`config.mk`:
```
export PLATFORM = sky130hd
export DESIGN_NAME = supf_cell
export DESIGN_NICKNAME = d
export VERILOG_FILES = /design/src/sv/supf_pkg.sv /design/src/sv/supf_cell.sv
export SDC_FILE = /design/constraint.sdc
export NUM_CORES = 1
export LEC_CHECK = 0
export BUFFER_PORTS_ARGS = -buffer_cell sky130_fd_sc_hd__buf_2
export CAP_MARGIN = 20
export CORE_MARGIN = 5
export CORE_UTILIZATION = 30
export CTS_CLUSTER_SIZE = 10
export DETAILED_ROUTE_END_ITERATION = 10
export PLACE_DENSITY_LB_ADDON = 0.25
export REMOVE_ABC_BUFFERS = 1
export SLEW_MARGIN = 20
export SYNTH_ARGS = -nofsm -noshare
export SYNTH_HDL_FRONTEND = slang
export SYNTH_SLANG_ARGS = --single-unit
```
`constraint.sdc`:
```
create_clock -name i_clk -period 7.2 [get_ports i_clk]
set_input_delay 0.72 -clock i_clk [delete_from_list [all_inputs] [get_ports i_clk]]
set_output_delay 0.72 -clock i_clk [all_outputs]
set_load 0.1 [all_outputs]
```
`src/sv/supf_pkg.sv`:
```
// Shared types and constants of the sort / unique pairs filter.
// No dependencies; used by every module of the block.
package supf_pkg;

    localparam logic [1:0] MODE_PAIR     = 2'd0;
    localparam logic [1:0] MODE_DISTINCT = 2'd1;
    localparam logic [1:0] MODE_THRESH   = 2'd2;
    localparam logic [1:0] MODE_SPARE    = 2'd3;  // unused code, behaves as pair mode

    // register word index, taken from paddr[2]
    localparam logic REG_MODE   = 1'b0;
    localparam logic REG_MINCNT = 1'b1;

    localparam int MODE_BITS   = 2;
    localparam int MINCNT_BITS = 7;
    localparam logic [MINCNT_BITS-1:0] MINCNT_RESET = 7'd2;

    typedef struct packed {
        logic insert;   // place the broadcast pair in order
        logic shift;    // move every entry one cell toward the head
    } t_cell_ctl;

    typedef struct packed {
        logic step;     // head entry is consumed this cycle
        logic finish;   // chain is empty, close the set
    } t_emit_ctl;

endpackage

```
`src/sv/supf_cell.sv`:
```
// One cell of the sorted insertion chain: holds one (value, keyword) entry.
// Depends on supf_pkg.
module supf_cell #(
    parameter int VB = 32,
    parameter int KB = 16
) (
    input  logic                i_clk,
    input  logic                i_rst_n,
    input  supf_pkg::t_cell_ctl i_ctl,
    input  logic [VB-1:0]       i_new_v,
    input  logic [KB-1:0]       i_new_k,
    input  logic                i_prev_valid,
    input  logic [VB-1:0]       i_prev_v,
    input  logic [KB-1:0]       i_prev_k,
    input  logic                i_prev_lt,
    input  logic                i_next_valid,
    input  logic [VB-1:0]       i_next_v,
    input  logic [KB-1:0]       i_next_k,
    output logic                o_valid,
    output logic [VB-1:0]       o_v,
    output logic [KB-1:0]       o_k,
    output logic                o_lt,
    output logic                o_eq
);

    logic          r_valid;
    logic [VB-1:0] r_v;
    logic [KB-1:0] r_k;
    logic          n_valid;
    logic [VB-1:0] n_v;
    logic [KB-1:0] n_k;

    assign o_lt = !r_valid || (i_new_v < r_v) || (i_new_v == r_v && i_new_k < r_k);
    assign o_eq = r_valid && i_new_v == r_v && i_new_k == r_k;

    always_comb begin
        n_valid = r_valid;
        n_v     = r_v;
        n_k     = r_k;
        if (i_ctl.shift) begin
            n_valid = i_next_valid;
            n_v     = i_next_v;
            n_k     = i_next_k;
        end else if (i_ctl.insert && o_lt) begin
            if (i_prev_lt) begin
                n_valid = i_prev_valid;
                n_v     = i_prev_v;
                n_k     = i_prev_k;
            end else begin
                n_valid = 1'b1;
                n_v     = i_new_v;
                n_k     = i_new_k;
            end
        end
    end

    always_ff @(posedge i_clk) begin
        if (!i_rst_n) begin
            r_valid <= 1'b0;
        end else begin
            r_valid <= n_valid;
        end
    end

    always_ff @(posedge i_clk) begin
        r_v <= n_v;
        r_k <= n_k;
    end

    assign o_valid = r_valid;
    assign o_v     = r_v;
    assign o_k     = r_k;

endmodule

```
; After elaboration in Yosys (flattened, before gate mapping)
; Index checks and enable logic that the tools add are counted.
[word_totals]
reg_bits = 49
romBits = 0
wordCells = 24
input_bits = 151
n_memories = 0
ramBits = 0
latch_bits = 0
[classes]
n_reduce_logical = 8
n_shift = 0
n_addsub = 0
n_mul = 0
order_cmp = 2
div = 0
n_bitwise = 0
n_eq_ne = 2
muxes = 9
[ops]
columns = cell, n
row1 = 2-to-1 mux 32 bit, 3
row2 = 2-to-1 mux 16 bit, 3
row3 = equality test 32 bit, 1
row4 = < comparator 32 bit, 1
row5 = equality test 16 bit, 1
row6 = < comparator 16 bit, 1
row7 = logical AND 1 bit, 4
row8 = 2-to-1 mux 1 bit, 3
row9 = logical OR 1 bit, 2
row10 = nonzero test 2 bit, 1
row11 = zero test 1 bit, 1

; Depth between registers and ports, before layout
; Gate-level depths: netlist (run 1).
[logic_depth]
depth_word = 6
depth_mapped = 8

; Worst setup path before layout (run 1)
; Ideal clock, no wire load.
[synth_timing]
path_type = register -> output
startpoint = register r_v[26], in the netlist o_v[26]
endpoint = output port o_eq
path_stages_with_launch = 7
arrival_ns = 4.749
t_required_ns = 6.480
path_slack_ns = 1.731
path_cell_list = edfxtp_1 -> inv_1 -> ha_1 -> nand4_1 -> nor3_1 -> nand3_1 -> nor4_1
[synth_between]
elab_chain_cells = 3
[synth_rtl]
columns = element, line
row1 = start: declaration, supf_cell.sv:27  ; logic [VB-1:0] r_v;
row2 = start signal: assignment, supf_cell.sv:66  ; r_v <= n_v;
row3 = equality test 32 bit, supf_cell.sv:34  ; assign o_eq = r_valid && i_new_v == r_v && i_new_k == r_k;
row4 = logical AND 1 bit (2 in a row), supf_cell.sv:34
row5 = end: declaration, supf_cell.sv:23  ; output logic o_eq
; Every way passes these cells.

; Worst setup path in the final report (run 1)
[layout_timing]
startpoint = input port i_new_v[13]
endpoint = output port o_lt
[layout_between]
elab_chain_cells = 3
elab_cells_between_ends = 5
cone_classes = order compare (1) / eq/ne (1) / reduce/logical (3)
[layout_rtl]
columns = element, line
row1 = start: declaration, supf_cell.sv:10  ; input logic [VB-1:0] i_new_v,
row2 = < comparator 32 bit / equality test 32 bit (equally long branches), supf_cell.sv:33  ; assign o_lt = !r_valid || (i_new_v < r_v) || (i_new_v == r_v && i_new_k < r_k);
row3 = logical OR 1 bit / logical AND 1 bit (equally long branches), supf_cell.sv:33
row4 = logical OR 1 bit *, supf_cell.sv:33
row5 = end: declaration, supf_cell.sv:22  ; output logic o_lt,
; Mark *: on every way between the ends. The rest lies on a longest branch, timed or not.

==> results of run 1 <==
-- path summary, 6_finish.rpt --
path | start | endpoint | slack, ns | depth (start not counted)
max reg2reg | o_v[12]$_DFFE_PP_ | o_v[22]$_DFFE_PP_ | 4.05 | 8
max | i_new_v[13] | o_lt | 3.72 | 7
min reg2reg | o_valid$_SDFFE_PN0P_ | o_valid$_SDFFE_PN0P_ | 0.74 | 3
min | i_next_valid | o_valid$_SDFFE_PN0P_ | 0.68 | 3
-- registers in the layout, summed over array words and instances, names as in the netlist --
| name | count |
|---|---|
| o_k | 16 |
| o_valid | 1 |
| o_v | 32 |
-- layout make-up --
| cell class | count | area (sq um) | share of cell area (%) |
|---|---|---|---|
| multi-input cells | 277 | 2033 | 39.92 |
| flip-flops and latches | 49 | 1461 | 28.69 |
| repair buffers | 204 | 1028 | 20.19 |
| well taps | 168 | 210.2 | 4.127 |
| inverters | 50 | 187.7 | 3.685 |
| clock buffers | 7 | 142.6 | 2.800 |
| clock inverters | 1 | 30.03 | 0.5895 |
-- metal layers --
layer,routed length [um],up-vias
li1,-,1799
met1,4683,1460
met2,5108,126
met3,837,7
met4,102,0
met5,0,-
-- critical path, stage by stage --
cell	delay, ns
buf_2	0.11
ha_1	0.31
nand4_2	0.17
or3_4	0.44
o41ai_4	0.36
o2bb2ai_2	0.17
buf_2	0.47
-- cells in the final DEF, fill, tap and decap left out, types with 4 or more instances in the layout --
cell,synthesis,layout
nand3_1,6,6
nand2_1,61,61
a21o_1,5,4
nand4_1,8,8
o21ai_0,52,52
ha_1,48,48
a21oi_1,20,20
edfxtp_1,48,48
mux2i_1,48,48
inv_1,50,50
clkbuf_16,0,5
buf_2,3,201
-- cell families (layout without fill, tap and decap cells) --
kind of cell | after synthesis | count (layout) | share of synthesized area, %
AOI/OAI and AO/OA | 91 | 91 | 14.19
and+or+nand+nor | 90 | 90 | 11.18
buffers and inverters | 67 | 262 | 6.809
DFF | 49 | 49 | 38.99
adders and majority gates | 48 | 48 | 16.02
muxes | 48 | 48 | 12.82
-- through the flow --
stage               worst slack (ns)  util [%]  hold slack, ns  cell area, sq um  std cells
global placement               3.609     40.63          0.7318              4921        748
floorplan                      1.731         -          0.8579              3681        376
finish                         3.724     42.06          0.6836              5094        756
detailed placement             3.548     40.63          0.7485              4921        748
CTS                            3.696     42.06          0.6743              5094        756
global route                   3.616     42.06          0.7083              5094        756
-- power by group --
part	internal, uW	switching, uW	leakage [uW]	total (uW)
clock network	174	102	0.0000841	275
logic	113	337	0.00205	450
registers	352	16.7	0.000504	368
==> flow_summary.toml, run 1 <==
[outcome]
status = "finished clean"

[clock_tree]
cts_setup_buffers = 0
cts_buffers = 5
post_cts_resized = 0
cts_tree = "yes"
cts_hold_buf = 0
cts_root_buffer = "clkbuf_16"
cts-htree-levels = 2
clock-sinks = 49
cts_max_path_buffers = 2
clock_latency_ns = 0.29
clk_pin_slew_ns = 0.07

[global_routing]
gr-usage-met3_pct = 3.575
use_met1_pct = 17.60
track_usage_pct = 13.88
antenna_found_initial = 0
grt_most_used_layer = "met2"
grt_pass1_wl_um = 16290
grt_pass1_vias = 3445
overflow = 0
use_met2_pct = 23.65
grt_max_degree = 100

[sta]
final_max_slew_viol_count = 0
setup_viol = 0
hold_viol_final = 0
relSlewSlack_pct = 44.27
final.setup.tns_ns = 0
min_period_ns = 3.476
layout_worst_path_cycle_share_pct = 48.28
timing.fmax_mhz = 287.7
rsz0062_at_grt = "false"
clock_skew_ns = 0.01135
worst_slew_pin_slew_ns = 0.8359

[logic_synthesis]
synth_area_leaders = "edfxtp_1, ha_1, mux2i_1, o21ai_0, nand2_1"
yosysMostFrequentCell = "nand2_1"
ys_types = 34
synthFlopType = "edfxtp_1"
synth_cells = 393
ys_warn_count = 0
synth.ff_latch_count = 49
yosysTopAreaCellShare_pct = 38.45
seq_area_frac_synth_pct = 38.99
synth_edf_count = 48
synth_area_sq_um = 3749
synthArstFlopShare_pct = 0
yosys-top-cells-count = "nand2_1, o21ai_0, inv_1"
synth_top_area_cell = "edfxtp_1"
synth_area_per_cell_sq_um = 9.538

[floorplanning]
row_count = 40
start_util_pct = 30.95
io_pins = 202
core_sq_um = 12110
dieHeight_um = 121.8
die_w_um = 121.8
die_area_sq_um = 14830

[route]
wire_per_inst_um = 14.19
drt_iter0_markers = 77
drt_wl_total_um = 10730
routed_via_density = 4.487
drc = 0
postRouteAntennaNets = 0
drtPass1Iterations = 4
num_vias = 3392

[place]
dp.final_hpwl_um = 8960
place_congestion = 0.8020
numPortBuffers = 201

[critical_path]
critical_path_class = "primary input to output pin"
crit_path_end_kind = "output pin"
required_ns = 6.48
cp-start-kind = "primary input"
crit_arrival_ns = 2.76
crit_fanout = 4

[finish]
nFillCells = 1240
area_growth_pct = 35.88
antennaDiodeCount = 0
fin_nets = 786
drive_gt1_share_pct = 36.90

[power_and_ir_drop]
powerDensity_nw_per_um2 = 214.8
p_leak_uw = 0.002639
power_uw = 1094
max-vdd-ir-drop_v = 0.00008582

[hold_path]
hp-class = "primary input to flop"

[run]
maxCapViolations = 0
(Power assumes the default switching activity.)
==> run 2: changes to the inputs <==
==> constraint.sdc (replaced) <==
create_clock -name i_clk -period 3.5 [get_ports i_clk]
set_input_delay 0.35 -clock i_clk [delete_from_list [all_inputs] [get_ports i_clk]]
set_output_delay 0.35 -clock i_clk [all_outputs]
set_load 0.1 [all_outputs]
==> flow_summary.toml, run 2 (synthesized netlist as in run 1, its figures left out) <==
[power_and_ir_drop]
max-vdd-ir-drop_v = 0.0001897
powerDensity_nw_per_um2 = 437.4
p_sw_uw = 941.9
sw_frac_of_total_pct = 42.13
p_comb_share_pct = 41.7
clkPwrFrac_pct = 24.5
internal-power_uw = 1294
pwr-share-seq_pct = 33.9
p_leak_uw = 0.002647

[place]
dp.final_hpwl_um = 9319
place_congestion = 0.8462
dpl.cell_count = 750
numPortBuffers = 201

[critical_path]
r2r_cells = 9
r2r_slack_ns = 0.67
crit_fanout = 3
crit_arrival_ns = 2.67
crit_path_end_kind = "output pin"
timing.rr.end = "o_k[15]$_DFFE_PP_"
required_ns = 3.15
cp-start-kind = "flop"
critical_path_class = "flop to output pin"
timing.rr.start = "o_v[26]$_DFFE_PP_"

[sta]
timing.fmax_mhz = 330.9
rsz0062_at_grt = "false"
layout_worst_path_cycle_share_pct = 86.34
fin_hold_ws_ns = 0.3155
final_max_slew_viol_count = 0
final.setup.tns_ns = 0
setup_viol = 0
hold_viol_final = 0
relSlewSlack_pct = 50.00
clock_skew_ns = 0.006105
worst_slew_pin_slew_ns = 0.7500
min_period_ns = 3.022

[hold_path]
hold_path_startpoint = "i_next_valid"
hp-class = "primary input to flop"
min_path_cells = 3
hold_end = "o_valid$_SDFFE_PN0P_"

[route]
drtPass1Iterations = 4
drt_wl_total_um = 10840
drt_iter0_markers = 128
num_vias = 3482
postRouteAntennaNets = 0
routed_via_density = 4.594
wire_per_inst_um = 14.29
drc = 0

[finish]
nFillCells = 1252
largest_reg_flops = 32
area_growth_pct = 36.35
antennaDiodeCount = 0
fin_cells = 758
final_cell_mix = "buf_2, nand2_1, o21ai_0"
drive_gt1_share_pct = 36.95
fin_nets = 788
layout_commonest_cell = "buf_2"

[clock_tree]
clk_pin_slew_ns = 0.07
clock_latency_ns = 0.29
cts_buffers = 5
clock-sinks = 49
post_cts_resized = 0
cts_max_path_buffers = 2
cts_tree = "yes"
cts-htree-levels = 2
cts_root_buffer = "clkbuf_16"
cts_hold_buf = 0
cts_setup_buffers = 0

[global_routing]
grt_pass1_wl_um = 16890
grt_pass1_vias = 3591
antenna_found_initial = 1
grt_max_degree = 54
overflow = 0
track_usage_pct = 14.18

[floorplanning]
io_pins = 202
dieHeight_um = 121.8
die_area_sq_um = 14830
core_sq_um = 12110
start_util_pct = 30.95
die_w_um = 121.8
row_count = 40

[run]
maxCapViolations = 0

[outcome]
status = "finished clean"
run 2: changes by cell type in the layout (fill, tap and decap cells not counted):
cell,delta
clkinv_1,+1
buf_4,+1
buf_12,+1
clkbuf_8,-1
run 2: worst max-delay path, stage by stage, from the launching register on:
cell	delay, ns
edfxtp_1	0.35
inv_1	0.05
ha_1	0.30
nand4_1	0.18
nor3_1	0.34
nand2_1	0.16
o41ai_4	0.37
o2bb2ai_2	0.16
buf_2	0.47
run 2: cell type report:
class	instances	area, sq um	area share (%)
multi-input cells	277	2033	39.78
flip-flops and latches	49	1461	28.59
repair buffers	206	1056	20.66
well taps	168	210.2	4.113
inverters	50	187.7	3.672
clock buffers	6	128.9	2.521
clock inverters	2	33.78	0.6610
run 2: metal layers:
metal	GRT usage (%)	share of wire (%)	up-vias
met5	0	0.11	-
met4	2.941	0.64	2
met3	3.853	7.9	6
met2	25.21	48	136
met1	17.19	43	1542
li1	-	-	1796
run 2: worst max-delay path by stage:
stage / slack, ns / endpoint / startpoint
after floorplan: -1.60 / o_eq / o_v[26]$_DFFE_PP_
after global placement: 0.58 / o_v[25]$_DFFE_PP_ / i_new_v[26]
after detailed placement: 0.57 / o_k[15]$_DFFE_PP_ / i_new_v[26]
after CTS: 0.45 / o_lt / o_v[26]$_DFFE_PP_
after global routing: 0.28 / o_lt / o_v[26]$_DFFE_PP_
final: 0.48 / o_lt / o_v[26]$_DFFE_PP_
run 2: power groups by stage:
stage               clock, uW  combinational (uW)  sequential [uW]
finish                    547                 931              757
CTS                       565                 943              759
detailed placement          0                 942              771
floorplan                   0                 246             1210
global placement            0                 931              769
global route              586                1000              766
run 2: metrics by stage:
stage	setup slack [ns]	total power, uW	utilization (%)	instance area (sq um)
6_report	0.4781	2235	42.20	5111
5_1_grt	0.2805	2354	42.20	5111
4_1_cts	0.4548	2267	42.20	5111
3_5_place_dp	0.5733	1712	40.86	4949
3_3_place_gp	0.5774	1700	40.86	4949
2_1_floorplan	-1.599	1457	-	3681
