--- src/sv/supf_pkg.sv ---
// Shared types and constants of the sort / unique pairs filter.
// No dependencies; used by every module of the block.
package supf_pkg;

    localparam logic [1:0] MODE_PAIR     = 2'd0;
    localparam logic [1:0] MODE_DISTINCT = 2'd1;
    localparam logic [1:0] MODE_THRESH   = 2'd2;
    localparam logic [1:0] MODE_SPARE    = 2'd3;  // unused code, behaves as pair mode

    // register word index, taken from paddr[2]
    localparam logic REG_MODE   = 1'b0;
    localparam logic REG_MINCNT = 1'b1;

    localparam int MODE_BITS   = 2;
    localparam int MINCNT_BITS = 7;
    localparam logic [MINCNT_BITS-1:0] MINCNT_RESET = 7'd2;

    typedef struct packed {
        logic insert;   // place the broadcast pair in order
        logic shift;    // move every entry one cell toward the head
    } t_cell_ctl;

    typedef struct packed {
        logic step;     // head entry is consumed this cycle
        logic finish;   // chain is empty, close the set
    } t_emit_ctl;

endpackage

--- src/sv/supf_emit.sv ---
// Result selection and output register: run detection on the chain head,
// one pending result held back to mark the final beat. Depends on supf_pkg.
module supf_emit #(
    parameter int VB = 32,
    parameter int KB = 16,
    parameter int CW = 7,
    parameter int DW = 48
) (
    input  logic                             i_clk,
    input  logic                             i_rst_n,
    input  supf_pkg::t_emit_ctl              i_ctl,
    input  logic [VB-1:0]                    i_head_v,
    input  logic [KB-1:0]                    i_head_k,
    input  logic                             i_next_valid,
    input  logic [VB-1:0]                    i_next_v,
    input  logic [supf_pkg::MODE_BITS-1:0]   i_mode,
    input  logic [supf_pkg::MINCNT_BITS-1:0] i_min_count,
    input  logic                             i_ovf,
    input  logic                             i_m_tready,
    output logic                             o_free,
    output logic                             o_m_tvalid,
    output logic [DW-1:0]                    o_m_tdata,  // value, keyword
    output logic                             o_m_tlast,
    output logic [1:0]                       o_m_tuser   // is_empty, overflowed
);

    logic          r_pend;
    logic [VB-1:0] r_pend_v;
    logic [KB-1:0] r_pend_k;
    logic [CW-1:0] r_run;
    logic          r_ovalid;
    logic [VB-1:0] r_out_v;
    logic [KB-1:0] r_out_k;
    logic          r_out_last;
    logic          r_out_empty;
    logic          r_out_ovf;

    logic          end_run;
    logic [CW-1:0] run;
    logic          qual;
    logic          load_out;

    assign end_run = !i_next_valid || (i_next_v != i_head_v);
    assign run     = r_run + CW'(1);

    always_comb begin
        case (i_mode)
            supf_pkg::MODE_DISTINCT: qual = end_run;
            supf_pkg::MODE_THRESH:   qual = end_run && (int'(run) >= int'(i_min_count));
            default:                 qual = 1'b1;
        endcase
    end

    assign o_free   = !r_ovalid || i_m_tready;
    assign load_out = (i_ctl.step && qual && r_pend) || i_ctl.finish;

    always_ff @(posedge i_clk) begin
        if (!i_rst_n) begin
            r_pend   <= 1'b0;
            r_run    <= '0;
            r_ovalid <= 1'b0;
        end else begin
            if (i_ctl.step) begin
                r_run <= end_run ? '0 : run;
                if (qual) begin
                    r_pend <= 1'b1;
                end
            end else if (i_ctl.finish) begin
                r_pend <= 1'b0;
                r_run  <= '0;
            end
            if (load_out) begin
                r_ovalid <= 1'b1;
            end else if (i_m_tready) begin
                r_ovalid <= 1'b0;
            end
        end
    end

    always_ff @(posedge i_clk) begin
        if (i_ctl.step && qual) begin
            r_pend_v <= i_head_v;
            r_pend_k <= (i_mode == supf_pkg::MODE_PAIR || i_mode == supf_pkg::MODE_SPARE)
                        ? i_head_k : '0;
        end
        if (load_out) begin
            r_out_ovf  <= i_ovf;
            r_out_last <= i_ctl.finish;
            if (i_ctl.finish && !r_pend) begin
                r_out_v     <= '0;
                r_out_k     <= '0;
                r_out_empty <= 1'b1;
            end else begin
                r_out_v     <= r_pend_v;
                r_out_k     <= r_pend_k;
                r_out_empty <= 1'b0;
            end
        end
    end

    assign o_m_tvalid = r_ovalid;
    assign o_m_tdata  = DW'({r_out_k, r_out_v});
    assign o_m_tlast  = r_out_last;
    assign o_m_tuser  = {r_out_ovf, r_out_empty};

endmodule

--- config.mk ---
export PLATFORM = sky130hd
export DESIGN_NAME = supf_emit
export DESIGN_NICKNAME = d
export VERILOG_FILES = /design/src/sv/supf_pkg.sv /design/src/sv/supf_emit.sv
export SDC_FILE = /design/constraint.sdc
export NUM_CORES = 1
export LEC_CHECK = 0
export BUFFER_PORTS_ARGS = -buffer_cell sky130_fd_sc_hd__buf_4
export CAP_MARGIN = 20
export CORE_ASPECT_RATIO = 0.8
export CORE_MARGIN = 3
export CORE_UTILIZATION = 54
export DETAILED_ROUTE_END_ITERATION = 7
export HOLD_SLACK_MARGIN = 0.03
export PLACE_DENSITY_LB_ADDON = 0.25
export SYNTH_ARGS = -nofsm -noshare
export SYNTH_HDL_FRONTEND = slang
export SYNTH_SLANG_ARGS = --single-unit
export TNS_END_PERCENT = 30
--- constraint.sdc ---
create_clock -name i_clk -period 11.6 [get_ports i_clk]
set_input_delay 1.16 -clock i_clk [delete_from_list [all_inputs] [get_ports i_clk]]
set_output_delay 1.16 -clock i_clk [all_outputs]
set_load 0.05 [all_outputs]
Word-level counts from Yosys, hierarchy flattened
Index checks and enable logic that the tools add are counted.
- flip-flop bits (word level): 108
- input bits: 96
- output and inout port bits: 53
- logic and storage cells: 42
- $add $sub $neg: 1
- order comparisons: 1
- eq/ne operators: 5
- multiplexer cells: 10
- reductions and logical operators: 15
- operators by type and width (operator ; number):
    32-bit inequality test ; 1
    7-bit two-way mux ; 3
    7-bit by 1-bit adder with 7-bit output (second input constant) ; 1
    7-bit >= comparator ; 1
    1-bit two-way mux ; 6
    2-bit equality test (second input constant) ; 2
    1-bit logical AND ; 4
    1-bit logical OR ; 4
    2-bit nonzero test ; 2
    1-bit logical NOT ; 3
    2-bit by 1-bit equality test with 1-bit output (second input constant) ; 1
    2-bit logical NOT ; 1
    2-bit by 1-bit inequality test with 1-bit output (second input constant) ; 1
    1-bit case mux with 2 select lines ; 1
    2-bit AND reduction ; 1

Longest topological paths before layout
Gate-level depths: netlist of run 1.
- word-level depth: 8
- gate-level depth with buffers: 10
- depth with buffers taken out: 10

Worst setup path after synthesis of run 1
Ideal clock, no wire load.
- path kind: input -> register
- start point: in i_min_count[0] (netlist name)
- end point: reg r_out_last (netlist: o_m_tlast), enable pin
- setup time: 0.538 ns
- arrival: 5.804 ns
- data required time: 11.062 ns
- path slack: 5.258 ns
- stages: 6
- path buffers: 0
- cell sequence: ha_1 nand2b_1 a2111oi_0 nor4_1 o21ai_1 o31ai_1
- cells in the longest elaborated chain, start to end: 6
- RTL lines (item ; RTL line ; text):
    from (decl) ; supf_emit.sv:17 ; input logic [supf_pkg::MINCNT_BITS-1:0] i_min_count,
    7-bit >= comparator ; supf_emit.sv:49 ; supf_pkg::MODE_THRESH: qual = end_run && (int'(run) >= int'(i_min_count));
    1-bit logical AND ; supf_emit.sv:49 ;
    1-bit case mux with 2 select lines ; supf_emit.sv:47 ; case (i_mode)
    1-bit logical AND (2 in a row) ; supf_emit.sv:55 ; assign load_out = (i_ctl.step && qual && r_pend) || i_ctl.finish;
    1-bit logical OR ; supf_emit.sv:55 ;
    named net load_out ; supf_emit.sv:41 ; logic load_out;
    to (signal assigned) ; supf_emit.sv:88 ; r_out_last <= i_ctl.finish;
    to (decl) ; supf_emit.sv:34 ; logic r_out_last;
The timed path passes the listed nets, and every way through them passes these cells.
A chain may end at the register's enable or synchronous reset.

Worst setup path after layout of run 1
- start point: in i_head_v[2]
- end point: reg r_pend
- cells in the longest elaborated chain, start to end: 6
- RTL lines (item ; RTL line ; text):
    from (decl) ; supf_emit.sv:12 ; input logic [VB-1:0] i_head_v,
    32-bit inequality test (*) ; supf_emit.sv:43 ; assign end_run = !i_next_valid || (i_next_v != i_head_v);
    1-bit logical OR (*) ; supf_emit.sv:43 ;
    1-bit logical AND ; supf_emit.sv:49 ;
    1-bit case mux with 2 select lines (*) ; supf_emit.sv:47 ;
    2-bit by 1-bit inequality test with 1-bit output (no source line) (*) ; n/a ;
    2-bit AND reduction (no source line) (*) ; n/a ;
    to (signal assigned) ; supf_emit.sv:59 ; r_pend <= 1'b0;
    to (signal assigned) ; supf_emit.sv:66 ; r_pend <= 1'b1;
    to (signal assigned) ; supf_emit.sv:69 ; r_pend <= 1'b0;
    to (decl) ; supf_emit.sv:27 ; logic r_pend;
Mark *: on every way between the ends. The rest lies on a longest branch, timed or not.

==> run summary, run 1 <==
In this run, post-CTS hold repair placed 0 buffers. After clock tree synthesis, the clock-pin slew on the worst setup and hold paths is 100 ps. The ratio of final minimum period to clock period is 0.280.

The placed instances occupy a cell area of 5760 µm². The tools report the remaining max-slew budget at the tightest pin as 0.438. For this run the aggregate overflow at the end of global routing stands at 0. The leakage power summed over all cells was 2.48 nW; the net count after synthesis was 419.

The worst path arrival time was 3500 ps; the part of the total power dissipated in sequential elements was 0.552. The number of antenna cells inserted is 0. The sequential cell area in the final layout came out at 3150 µm². The kind of cell adding the most delay to the critical path is simple AND/OR/NAND/NOR gates. The clock net in this run drives a total of 108 sinks. The proportion of synthesized chip area in sequential cells was 0.703; the max capacitance violation total was 0.

The run gives 36 as the count of cell types in the netlist. The standard cell core area is 8020 µm², and the setup total negative slack is 0 ps. The initial antenna violation count came out at 0. In the post-synthesis netlist, the biggest area contributors are sky130_fd_sc_hd__edfxtp_1 66%, sky130_fd_sc_hd__and2_1 8.9%, sky130_fd_sc_hd__dfxtp_1 4.0%.

Total count of hold-check failures in the final report: 0. The area growth from synthesis to layout is 33.1%. For the post-route standard cell area excluding fillers, the log shows 5970 µm². Category of the worst setup path capture point: a flop. The class of the tightest hold or removal check is flop to flop. Before antenna repair, the detailed router went through 4 iterations. Once detail routing completed, the nets flagged for antenna violations numbered 0. The cell taking the most area after synthesis was sky130_fd_sc_hd__edfxtp_1. The run gives 0.559 as the starting density of the core. The logs give 149 for the number of primary I/O pins and 313 for the instance count of the mapped netlist. The later-pin clock latency in the skew report came out at 360 ps. The floorplan has 29 rows.

The startpoint type of the worst setup path is an input pin. The largest incremental delay on the critical path was 560 ps; the worst-margin pin slew was 841 ps. The run gives 574 as the number of nets in the layout. The area share of the largest cell type after synthesis was 0.663.

TritonCTS built the clock tree. Detailed placement finished with a half-perimeter wire length of 6660 µm. The cell-internal power was 616 µW. The share of synthesized flip-flops with an asynchronous set or reset was 0; the number of synthesized register bits was 108. In this run the tool buffered the top-level ports with 148 buffer cells. In this run the deepest clock path goes through 2 buffers.

The power share of the combinational group came out at 0.194. The cell area that synthesis handed to floorplanning was 4480 µm². The run finished with clean final reports. After layout, the design draws a total of 862 µW. The global-route wire length before repair was 13300 µm; the total area of multi-input combinational cells was 1250 µm². The post-route DRC violation count is 0, and the horizontal die dimension is 108 µm.

The most numerous cell on the critical path is sky130_fd_sc_hd__buf_4. The proportion of power drawn by the clock network is 0.254, and the synthesized area divided by synthesized cell count is 14.3 µm². Walking the worst path, the cells encountered are buf_4 -> xor2_1 -> nor4_1 -> nand4_1 -> nor4_2 -> nor2_4 -> buf_4 -> o221a_1. The critical path contains buffers and inverters numbering 2 combined. The run gives 0 as the number of setup buffers added after CTS.

The die covers 9440 µm². The H-tree was split into 3 levels. Dividing total power by cell area gives a power density of 144 nW/µm².

For the weighted congestion reported at the end of routability-driven placement, the log shows 0.836. For the top achievable clock speed, the log shows 307 MHz. Along the worst path, the maximum fanout reaches 36. Global router's overall resource usage: 0.189. The vertical extent of the die works out to 87.5 µm. Among all flip-flop cells after synthesis, the most frequent one is sky130_fd_sc_hd__edfxtp_1.

At the worst endpoint, the required time is 11850 ps. The final wirelength is 8820 µm, and the switching component of the power is 246 µW. VDD sags by at most 0.0000982 V. The post-cts sizing count was 0. Share of total power consumed by net switching: 0.286. The tools report the via count of the first global-routing pass as 2782. The number of clock buffers added by TritonCTS is 9.

The count of flip-flops with a built-in enable after synthesis is 99. The layout cell share with drive strength beyond 1 was 0.370; the fill cell total of the finished layout was 542. The final-report max-slew violation count came out at 0. The master cell of the clock root buffer was sky130_fd_sc_hd__clkbuf_8. Entering global routing, the biggest net connects 37 pins. The clock skew after layout was 7.35 ps. The slowest stage of the critical path is the sky130_fd_sc_hd__nor4_2 cell. The clock period could shrink to 3250 ps. Mean number of vias per cell: 4.92.

The total number of yosys warnings was 0. Setup repair after global routing left no endpoint under its margin. After detailed routing, the average wire length per cell comes to 15.2 µm.

Setup violations remaining at the end of the flow were counted as 0. Across all layers, the routed design uses 2859 vias. The type of the worst setup path was input pin to flop.

For the iteration-0 DRC count of the detailed router, the log shows 120.
[cell usage in the layout (no fill, tap or decap), types with 6 or more instances in the layout]
cell / n
sky130_fd_sc_hd__buf_4: 150
sky130_fd_sc_hd__nand3_1: 10
sky130_fd_sc_hd__clkbuf_8: 9
sky130_fd_sc_hd__and2_1: 64
sky130_fd_sc_hd__nor2b_1: 9
sky130_fd_sc_hd__inv_1: 16
sky130_fd_sc_hd__dfxtp_1: 9
sky130_fd_sc_hd__xor2_1: 19
sky130_fd_sc_hd__edfxtp_1: 99
sky130_fd_sc_hd__ha_1: 10
sky130_fd_sc_hd__nor4_1: 6
sky130_fd_sc_hd__xnor2_1: 8
sky130_fd_sc_hd__nand2_1: 20
[per-stage QoR]
step	worst slack [ps]	hold WS [ps]	cells	util
detailed placement	7490	449	564	0.718
global placement	7530	442	563	0.714
global route	8090	514	581	0.744
CTS	7860	464	580	0.742
finish	8350	463	581	0.744
floorplan	5260	430	313	-
[synth_stat cells (2+ instances only)]
library cell                 n
sky130_fd_sc_hd__xnor2_1     8
sky130_fd_sc_hd__o21ai_0     2
sky130_fd_sc_hd__clkbuf_1    6
sky130_fd_sc_hd__o2111ai_1   2
sky130_fd_sc_hd__inv_1      16
sky130_fd_sc_hd__o211ai_1    2
sky130_fd_sc_hd__nand2b_1    5
sky130_fd_sc_hd__nand3_1    10
sky130_fd_sc_hd__buf_4       2
sky130_fd_sc_hd__nor2b_1     9
sky130_fd_sc_hd__a2111oi_0   2
sky130_fd_sc_hd__edfxtp_1   99
sky130_fd_sc_hd__nor2_1      4
sky130_fd_sc_hd__nor4_1      6
sky130_fd_sc_hd__xor2_1     19
sky130_fd_sc_hd__o21ai_1     2
sky130_fd_sc_hd__and2_1     64
sky130_fd_sc_hd__ha_1       10
sky130_fd_sc_hd__dfxtp_1     9
sky130_fd_sc_hd__nand2_1    20
[cell families (layout without fill, tap and decap cells)]
group	count (synthesis)	count (layout)	synth area share
and+or+nand+nor	126	126	0.165
adders and majority gates	10	10	0.0279
AOI/OAI and AO/OA	17	17	0.0282
DFF	108	108	0.703
buffers and inverters	25	185	0.0226
xor gates and xnor gates	27	27	0.0527
[registers in the layout, summed over array words and instances (netlist names)]
name and flops:
r_out_v 32, r_pend_v 32, o_m_tvalid 1, o_m_tlast 1, r_run 7, r_out_empty 1
r_pend 1, r_pend_k 16, r_out_ovf 1, r_out_k 16
[power by group through the flow]
stage	sequential [mW]	clock, mW	combinational, mW
5_1_grt	0.479	0.241	0.178
3_3_place_gp	0.484	0	0.163
2_1_floorplan	0.545	0	0.0405
4_1_cts	0.477	0.225	0.168
6_report	0.476	0.219	0.167
3_5_place_dp	0.486	0	0.168
[layer usage]
| layer | track usage | part of all wire | routed length [µm] | up-vias |
|---|---|---|---|---|
| met5 | 0 | 0 | 0 | - |
| met4 | 0.0378 | 0.0061 | 54 | 0 |
| met3 | 0.0652 | 0.087 | 767 | 5 |
| met2 | 0.336 | 0.52 | 4580 | 106 |
| met1 | 0.227 | 0.39 | 3420 | 1336 |
| li1 | - | - | - | 1412 |
[final timing paths]
kind | from | end | slack, ps | cells past startpoint
worst max register to register | r_run[0] | r_out_v[11] | 8380 | 10
worst min-delay path | r_run[6] | r_run[6] | 460 | 2
worst min register to register | r_run[6] | r_run[6] | 460 | 2
worst max-delay path | i_head_v[2] | r_pend | 8350 | 8
[final cells by class]
cell class | count | share of cell area
Sequential cell | 108 | 0.528
Multi-Input combinational cell | 180 | 0.210
Timing Repair Buffer | 152 | 0.196
Tap cell | 108 | 0.0226
Clock buffer | 9 | 0.0208
Clock inverter | 7 | 0.0122
Inverter | 17 | 0.0107
[worst min-delay path, cell delays in order, from the launching register on]
cell and delay, ps:
sky130_fd_sc_hd__dfxtp_1 340, sky130_fd_sc_hd__nand2_1 60, sky130_fd_sc_hd__nand2_1 40
Note: power is estimated with default switching activity, not from simulation.
==> inputs of run 2 (changes only) <==
- CORE_UTILIZATION: 54 -> 45
- clock period: 11.6 -> 2.8 ns (I/O delays scaled with it)
==> run summary, run 2 (same netlist as run 1, synthesis figures left out) <==
The flow ran to the end, and the final reports show no timing, DRC or antenna violations. The worst setup path is captured at a flop. The worst-margin pin slew is 799 ps (-42.1 ps), and the area of placed instances is 5850 µm² (+1.6%). TritonCTS built the clock tree. Fill cell total of the finished layout: 694 (+28%). The share of total power consumed by net switching was 0.265 (-0.0210).

The initial antenna violation count was 0 (unchanged). Placed wire-length estimate: 6740 µm (+1.1%). The run gives 3.96 mW (+360%) as the post-layout total power. Total clock sinks: 108 (unchanged). For the count of standard-cell rows, the log shows 31 (+6.9%).

The tools report the post-cts sizing count as 0 (unchanged). The ratio of final minimum period to clock period was 0.960; the layout cell share with drive strength beyond 1 was 0.384 (+0.0145). The via count was 2887 (+0.98%); the worst path arrival time was 2700 ps (-800 ps). The total area of multi-input combinational cells was 1290 µm² (+2.8%). The count of nets left with antenna violations after detail routing was 0 (unchanged). The pin count of the biggest net entering global routing came out at 50 (+35%).

The starting density of the core came out at 0.478 (-0.0815). The mean number of vias per cell was 4.75 (-3.5%); the number of detailed-route iterations in the first pass was 4 (unchanged). The logs give 0 (unchanged) for the count of hold-fix buffers inserted at cts and 0 (unchanged) for the total count of hold-check failures in the final report. The data required time at the worst endpoint was 2810 ps (-9040 ps); the number of primary I/O pins was 149 (unchanged).

The library cells used most frequently in the layout, excluding fill and tap cells, are 154 x sky130_fd_sc_hd__buf_4, 99 x sky130_fd_sc_hd__edfxtp_1, 64 x sky130_fd_sc_hd__and2_1. The master cell of the clock root buffer was sky130_fd_sc_hd__clkbuf_16. The clock skew after layout is 9.19 ps (+1.85 ps), and the sequential cell area in the final layout is 3160 µm² (+0.16%). The power density over the cells was 642 nW/µm² (+340%); the final number of setup-violating endpoints was 0 (unchanged). Via count of the first global-routing pass: 2839 (+2.0%). The maximum root-to-sink buffer count is 2 (unchanged). The number of buffers added by the clock tree synthesis step was 9 (unchanged); the final critical path time including I/O delays and setup was 2690 ps. The standard cell core area came out at 9390 µm² (+17%). Setup repair after global routing left no endpoint under its margin. For the iteration-0 DRC count of the detailed router, the log shows 133 (+11%). The clock transition at the registers of the reported paths was 80 ps (-20 ps). The library cell used most frequently in the layout, excluding fill and tap cells, is sky130_fd_sc_hd__buf_4. The largest registers in the layout are r_out_v (32), r_pend_v (32).

Relative to the synthesized area, the layout overhead comes to 37.6%. The largest incremental delay on the critical path was 370 ps (-190 ps); the horizontal die dimension was 118 µm (+9.0%). The detailed-route wire length per cell came out at 14.8 µm (-2.7%). In this run the critical register-to-register path is launched from r_run[0]. Critical-path maximum fanout: 46 (+28%). The signal on the critical path passes through ha_4 -> nor2b_4 -> or2_4 -> ha_4 -> nor3_1 -> nor4_1 -> o21ai_1 -> o31ai_4 -> buf_12. The logs give 14000 µm (+5.1%) for the global-route wire length before repair and 0.162 (-0.0269) for the global router's overall resource usage. The CTS H-tree depth was 3 (unchanged). The class of the tightest hold or removal check is input pin to flop. The logs give 0.466 (+0.0281) for the remaining max-slew budget at the tightest pin and 0 (unchanged) for the final-report max-slew violation count. The logs give 0 (unchanged) for the max capacitance violation total and 112 ps (-351 ps) for the final hold slack. The most numerous cell on the critical path is sky130_fd_sc_hd__ha_4. The tools report the later-pin clock latency in the skew report as 340 ps (-20 ps). The cell-internal power was 2.91 mW (+370%); the leakage power summed over all cells was 2.54 nW (+2.6%). Weighted congestion reported at the end of routability-driven placement: 0.815 (-2.5%). The top achievable clock speed was 372 MHz. The startpoint identified for the worst hold timing path is i_ovf.

Number of I/O port buffers: 148 (unchanged). The vertical extent of the die was 95.3 µm (+8.9%). For the full die area, the log shows 11200 µm² (+19%). Highest-delay cell along the critical path: sky130_fd_sc_hd__dfxtp_4.

The critical path starts at r_run[0]. For the number of nets in the layout, the log shows 577 (+0.52%). The switching component of the power is 1.05 mW (+330%).

The proportion of power drawn by the clock network came out at 0.327 (+0.073). The total global routing overflow came out at 0 (unchanged). The final wirelength is 8980 µm (+1.8%), and the largest vdd supply drop is 0.000312 V (+220%). The worst setup path is launched from a flop. Number of antenna cells inserted: 0 (unchanged). The type of the worst setup path was flop to flop. For the part of the total power dissipated in sequential elements, the log shows 0.498 (-0.054). The tools report the post-route DRC violation count as 0 (unchanged). The number of setup buffers added after CTS was 0 (unchanged). The setup total negative slack is 0 ps (unchanged), and the utilization after layout is 0.657 (-0.0871). The post-route standard cell area excluding fillers is 6170 µm² (+3.4%), and the power share of the combinational group is 0.175 (-0.019).
==> run 2: per-stage QoR <==
stage	std cells	setup WS, ps
final	608	112
after global routing	608	33.9
after CTS	608	134
after detailed placement	592	144
after global placement	592	247
after floorplan	313	-590
==> run 2: worst paths after layout <==
path / to / slack (ps) / cells after the start
hold reg to reg: r_run[6] / 460 / 2
setup reg to reg: r_out_v[5] / 110 / 9
hold / removal: r_out_ovf / 110 / 1
setup / recovery: r_out_v[5] / 110 / 9
==> run 2: area by class of cell <==
cell class,instances,share of cell area
tap,132,0.0268
multi-input combinational,180,0.209
timing repair buffer,155,0.191
clock inverter,7,0.0152
inverter,17,0.0103
clock buffer,9,0.0365
sequential,108,0.512
==> run 2: power by group through the flow <==
stage	Combinational, mW	Sequential (mW)	Clock [mW]
after floorplan	0.171	2.25	0
after global placement	0.693	2.01	0
after detailed placement	0.702	2.01	0
after CTS	0.704	1.97	1.33
after global routing	0.739	1.99	1.39
final	0.695	1.97	1.29
==> run 2: critical path: cells and delay by family, from the launching register on <==
kind / cells / cell delay, ps
AOI/OAI and AO/OA: 2 / 550
adders and majority gates: 2 / 430
DFF: 1 / 370
buffers and inverters: 1 / 270
and+or+nand+nor: 4 / 700
==> run 2: metal layers <==
layer / track usage / up-vias / share of wire
li1: - / 1420 / -
met1: 0.210 / 1334 / 0.45
met2: 0.268 / 129 / 0.47
met3: 0.0540 / 4 / 0.076
met4: 0.0390 / 0 / 0.0041
met5: 0 / - / 0
==> inputs of run 3 (changes only) <==
- CORE_MARGIN: 3 -> default
- GPL_ROUTABILITY_DRIVEN: default -> 0
==> run summary, run 3 (same netlist as run 1, synthesis figures left out) <==
The CTS H-tree depth came out at 3 (unchanged). The total count of hold-check failures in the final report was 0 (unchanged); the full die area was 10400 µm² (-7.5%). The share of total power consumed by net switching works out to 0.269 (+0.00412).

The path class of the tightest hold or removal check is input pin to flop. Total clock sinks: 108 (unchanged). The via count of the first global-routing pass is 2789 (-1.8%), and the proportion of power drawn by the clock network is 0.331 (+0.004). The final number of setup-violating endpoints came out at 0 (unchanged).

The number of primary I/O pins is 149 (unchanged). For the worst path arrival time, the log shows 2670 ps (-30 ps). The run gives 14000 µm (+0.24%) as the global-route wire length before repair.

The worst-case register-to-register setup slack is 100 ps (about the same). In the layout the commonest cells are 154 x sky130_fd_sc_hd__buf_4, 99 x sky130_fd_sc_hd__edfxtp_1, 64 x sky130_fd_sc_hd__and2_1. The logs give 2770 ps (-40 ps) for the data required time at the worst endpoint and 0 (unchanged) for the number of antenna cells inserted. The via count was 2903 (+0.55%); the layout cell share with drive strength beyond 1 was 0.394 (+0.00930). The power share of the combinational group is 0.177 (+0.002). The library cell used most frequently in the layout, excluding fill and tap cells, is sky130_fd_sc_hd__buf_4.

The logs give 0 (unchanged) for the post-route DRC violation count and 10.8 ps (+1.57 ps) for the clock skew after layout. The path length in cells of the critical path was 8 (-1). The tree is rooted in a sky130_fd_sc_hd__clkbuf_16. Horizontal die dimension: 114 µm (-3.4%). STA classifies the critical path startpoint as a flop. The run gives 598 (+1.0%) as the total instance count after detailed placement.

The worst-margin pin slew is 910 ps (+111 ps), and the standard cell core area is 9650 µm² (+2.8%). The setup path with the least slack is of type flop to flop. Setup repair after global routing could not meet its margin everywhere.

For the maximum root-to-sink buffer count, the log shows 2 (unchanged). The most critical setup path has its startpoint at r_run[1]. The path depth of the worst reg2reg path came out at 8 (-1). The largest registers in the layout are r_out_v (32), r_pend_v (32). The largest vdd supply drop was 0.000348 V (+11%). The mean number of vias per cell is 4.71 (-0.75%). The detailed-route wire length per cell was 14.7 µm (-0.25%); the power density over the cells was 642 nW/µm² (about the same). The pin count of the biggest net entering global routing was 39 (-22%).

The critical path goes through ha_4 -> nor2b_4 -> or2_4 -> ha_4 -> nor3_1 -> nor4_2 -> o21ai_2 -> nor2_2. The kind of cell with the highest combined delay along the critical path is simple AND/OR/NAND/NOR gates. The ratio of final minimum period to clock period is 0.965 (+0.00455), and the remaining max-slew budget at the tightest pin is 0.392 (-0.0741). The count of standard-cell rows is 32 (+3.2%).

The final cell count without fillers is 616 (+1.3%). The final-report max-slew violation count was 0 (unchanged); the vertical extent of the die was 91.3 µm (-4.2%). Following the worst setup path forward leads to its endpoint at r_pend_v[3]. The part of the total power dissipated in sequential elements was 0.492 (-0.006). Global router's overall resource usage: 0.179 (+0.0165).

For the final wirelength, the log shows 9070 µm (+1.1%). The initial antenna violation count came out at 0 (unchanged). The count of nets left with antenna violations after detail routing was 0 (unchanged). Clock transition at the registers of the reported paths: 80 ps (about the same).

Max capacitance violation total: 0 (unchanged). Largest incremental delay on the critical path: 710 ps (+340 ps). TritonCTS built the clock tree.

The critical-path maximum fanout was 15 (-67%). The relative area change from synthesis to final layout came out at 39.5%. The number of setup buffers added after CTS was 0 (unchanged). The most numerous cell type found on the critical path is sky130_fd_sc_hd__ha_4. The run finished with clean final reports. The number of I/O port buffers is 148 (unchanged). Count of hold-fix buffers inserted at cts: 0 (unchanged). The utilization after layout is 0.648 (-0.00895).

In this run the critical register-to-register path is launched from r_run[1]. The logs give 9 (unchanged) for the number of buffers added by the clock tree synthesis step and 6640 µm (-1.4%) for the placed wire-length estimate. The logs give 370 MHz (-0.47%) for the top achievable clock speed and 581 (+0.69%) for the number of nets in the layout.

The final critical path time including I/O delays and setup came out at 2700 ps (+12.7 ps). The number of detailed-route iterations in the first pass was 4 (unchanged); the switching component of the power was 1.08 mW (+2.9%). Highest-delay cell along the critical path: sky130_fd_sc_hd__nor2_2. Capture point of the worst reg-to-reg path: r_pend_v[3].

The logs give 340 ps (about the same) for the later-pin clock latency in the skew report and 2.94 mW (+0.74%) for the cell-internal power. The iteration-0 DRC count of the detailed router was 163 (+23%); the starting density of the core was 0.465 (-0.0130). The total global routing overflow is 0 (unchanged).

For the leakage power summed over all cells, the log shows 2.57 nW (+1.3%). The sum of buffers and inverters on the critical path works out to 0 (-1). The final hold slack came out at 120 ps (+7.73 ps). The worst setup path is captured at a flop.
run 3: cell types whose count changed in the layout (fill, tap and decap cells not counted), sizes merged:
cell / previous run / this run
buf: 155 / 157
inv: 19 / 20
nor2: 4 / 5
clkinv: 4 / 3
clkbuf: 9 / 10
run 3: worst min path at each step:
stage | startpoint | end | slack (ps) | cells past startpoint
floorplan | i_ctl[0] | o_m_tlast | 380 | 0
global placement | r_run[6] | r_run[6] | 450 | 2
detailed placement | r_run[6] | r_run[6] | 450 | 2
CTS | i_ovf | r_out_ovf | 110 | 1
global route | i_ovf | r_out_ovf | 100 | 1
finish | i_ovf | r_out_ovf | 120 | 1
run 3: routing by layer:
| metal | share of wire | GRT usage | vias to the layer above |
|---|---|---|---|
| met1 | 0.45 | 0.240 | 1374 |
| met2 | 0.49 | 0.289 | 96 |
| met3 | 0.051 | 0.0514 | 4 |
| met4 | 0.0061 | 0.0362 | 0 |
| met5 | 0 | 0 | - |
| li1 | - | - | 1429 |
run 3: power by group through the flow:
stage	logic (mW)	clock network (mW)	registers [mW]
after floorplan	0.171	0	2.25
after global placement	0.695	0	2.01
after detailed placement	0.706	0	2.01
after CTS	0.710	1.36	1.98
after global routing	0.754	1.42	1.99
final	0.710	1.33	1.97
run 3: cell type report:
type,count,area (µm²)
clock buffer,9,225
multi-input combinational,181,1300
inverter,17,63.8
sequential,108,3160
timing repair buffer,158,1230
clock inverter,7,103
tap,136,170
fill,730,3390
run 3: metrics by stage:
| step | instance area (µm²) | TNS, ps | worst slack, ps | total power [mW] |
|---|---|---|---|---|
| after detailed placement | 5880 | -1570 | -79.0 | 2.72 |
| after global placement | 5880 | -592 | -30.1 | 2.70 |
| after global routing | 6250 | -1160 | -66.6 | 4.16 |
| final | 6250 | 0 | 98.8 | 4.01 |
| after CTS | 6220 | 0 | 28.3 | 4.05 |
| after floorplan | 4540 | -52180 | -590 | 2.42 |
run 3: repair_timing:
| item | in CTS | in global routing |
|---|---|---|
| cloned | 1 | 1 |
| endpoints found under the setup margin | 20 | 87 |
| gates resized for setup | 0 | 4 |
| pin swaps | 1 | 1 |
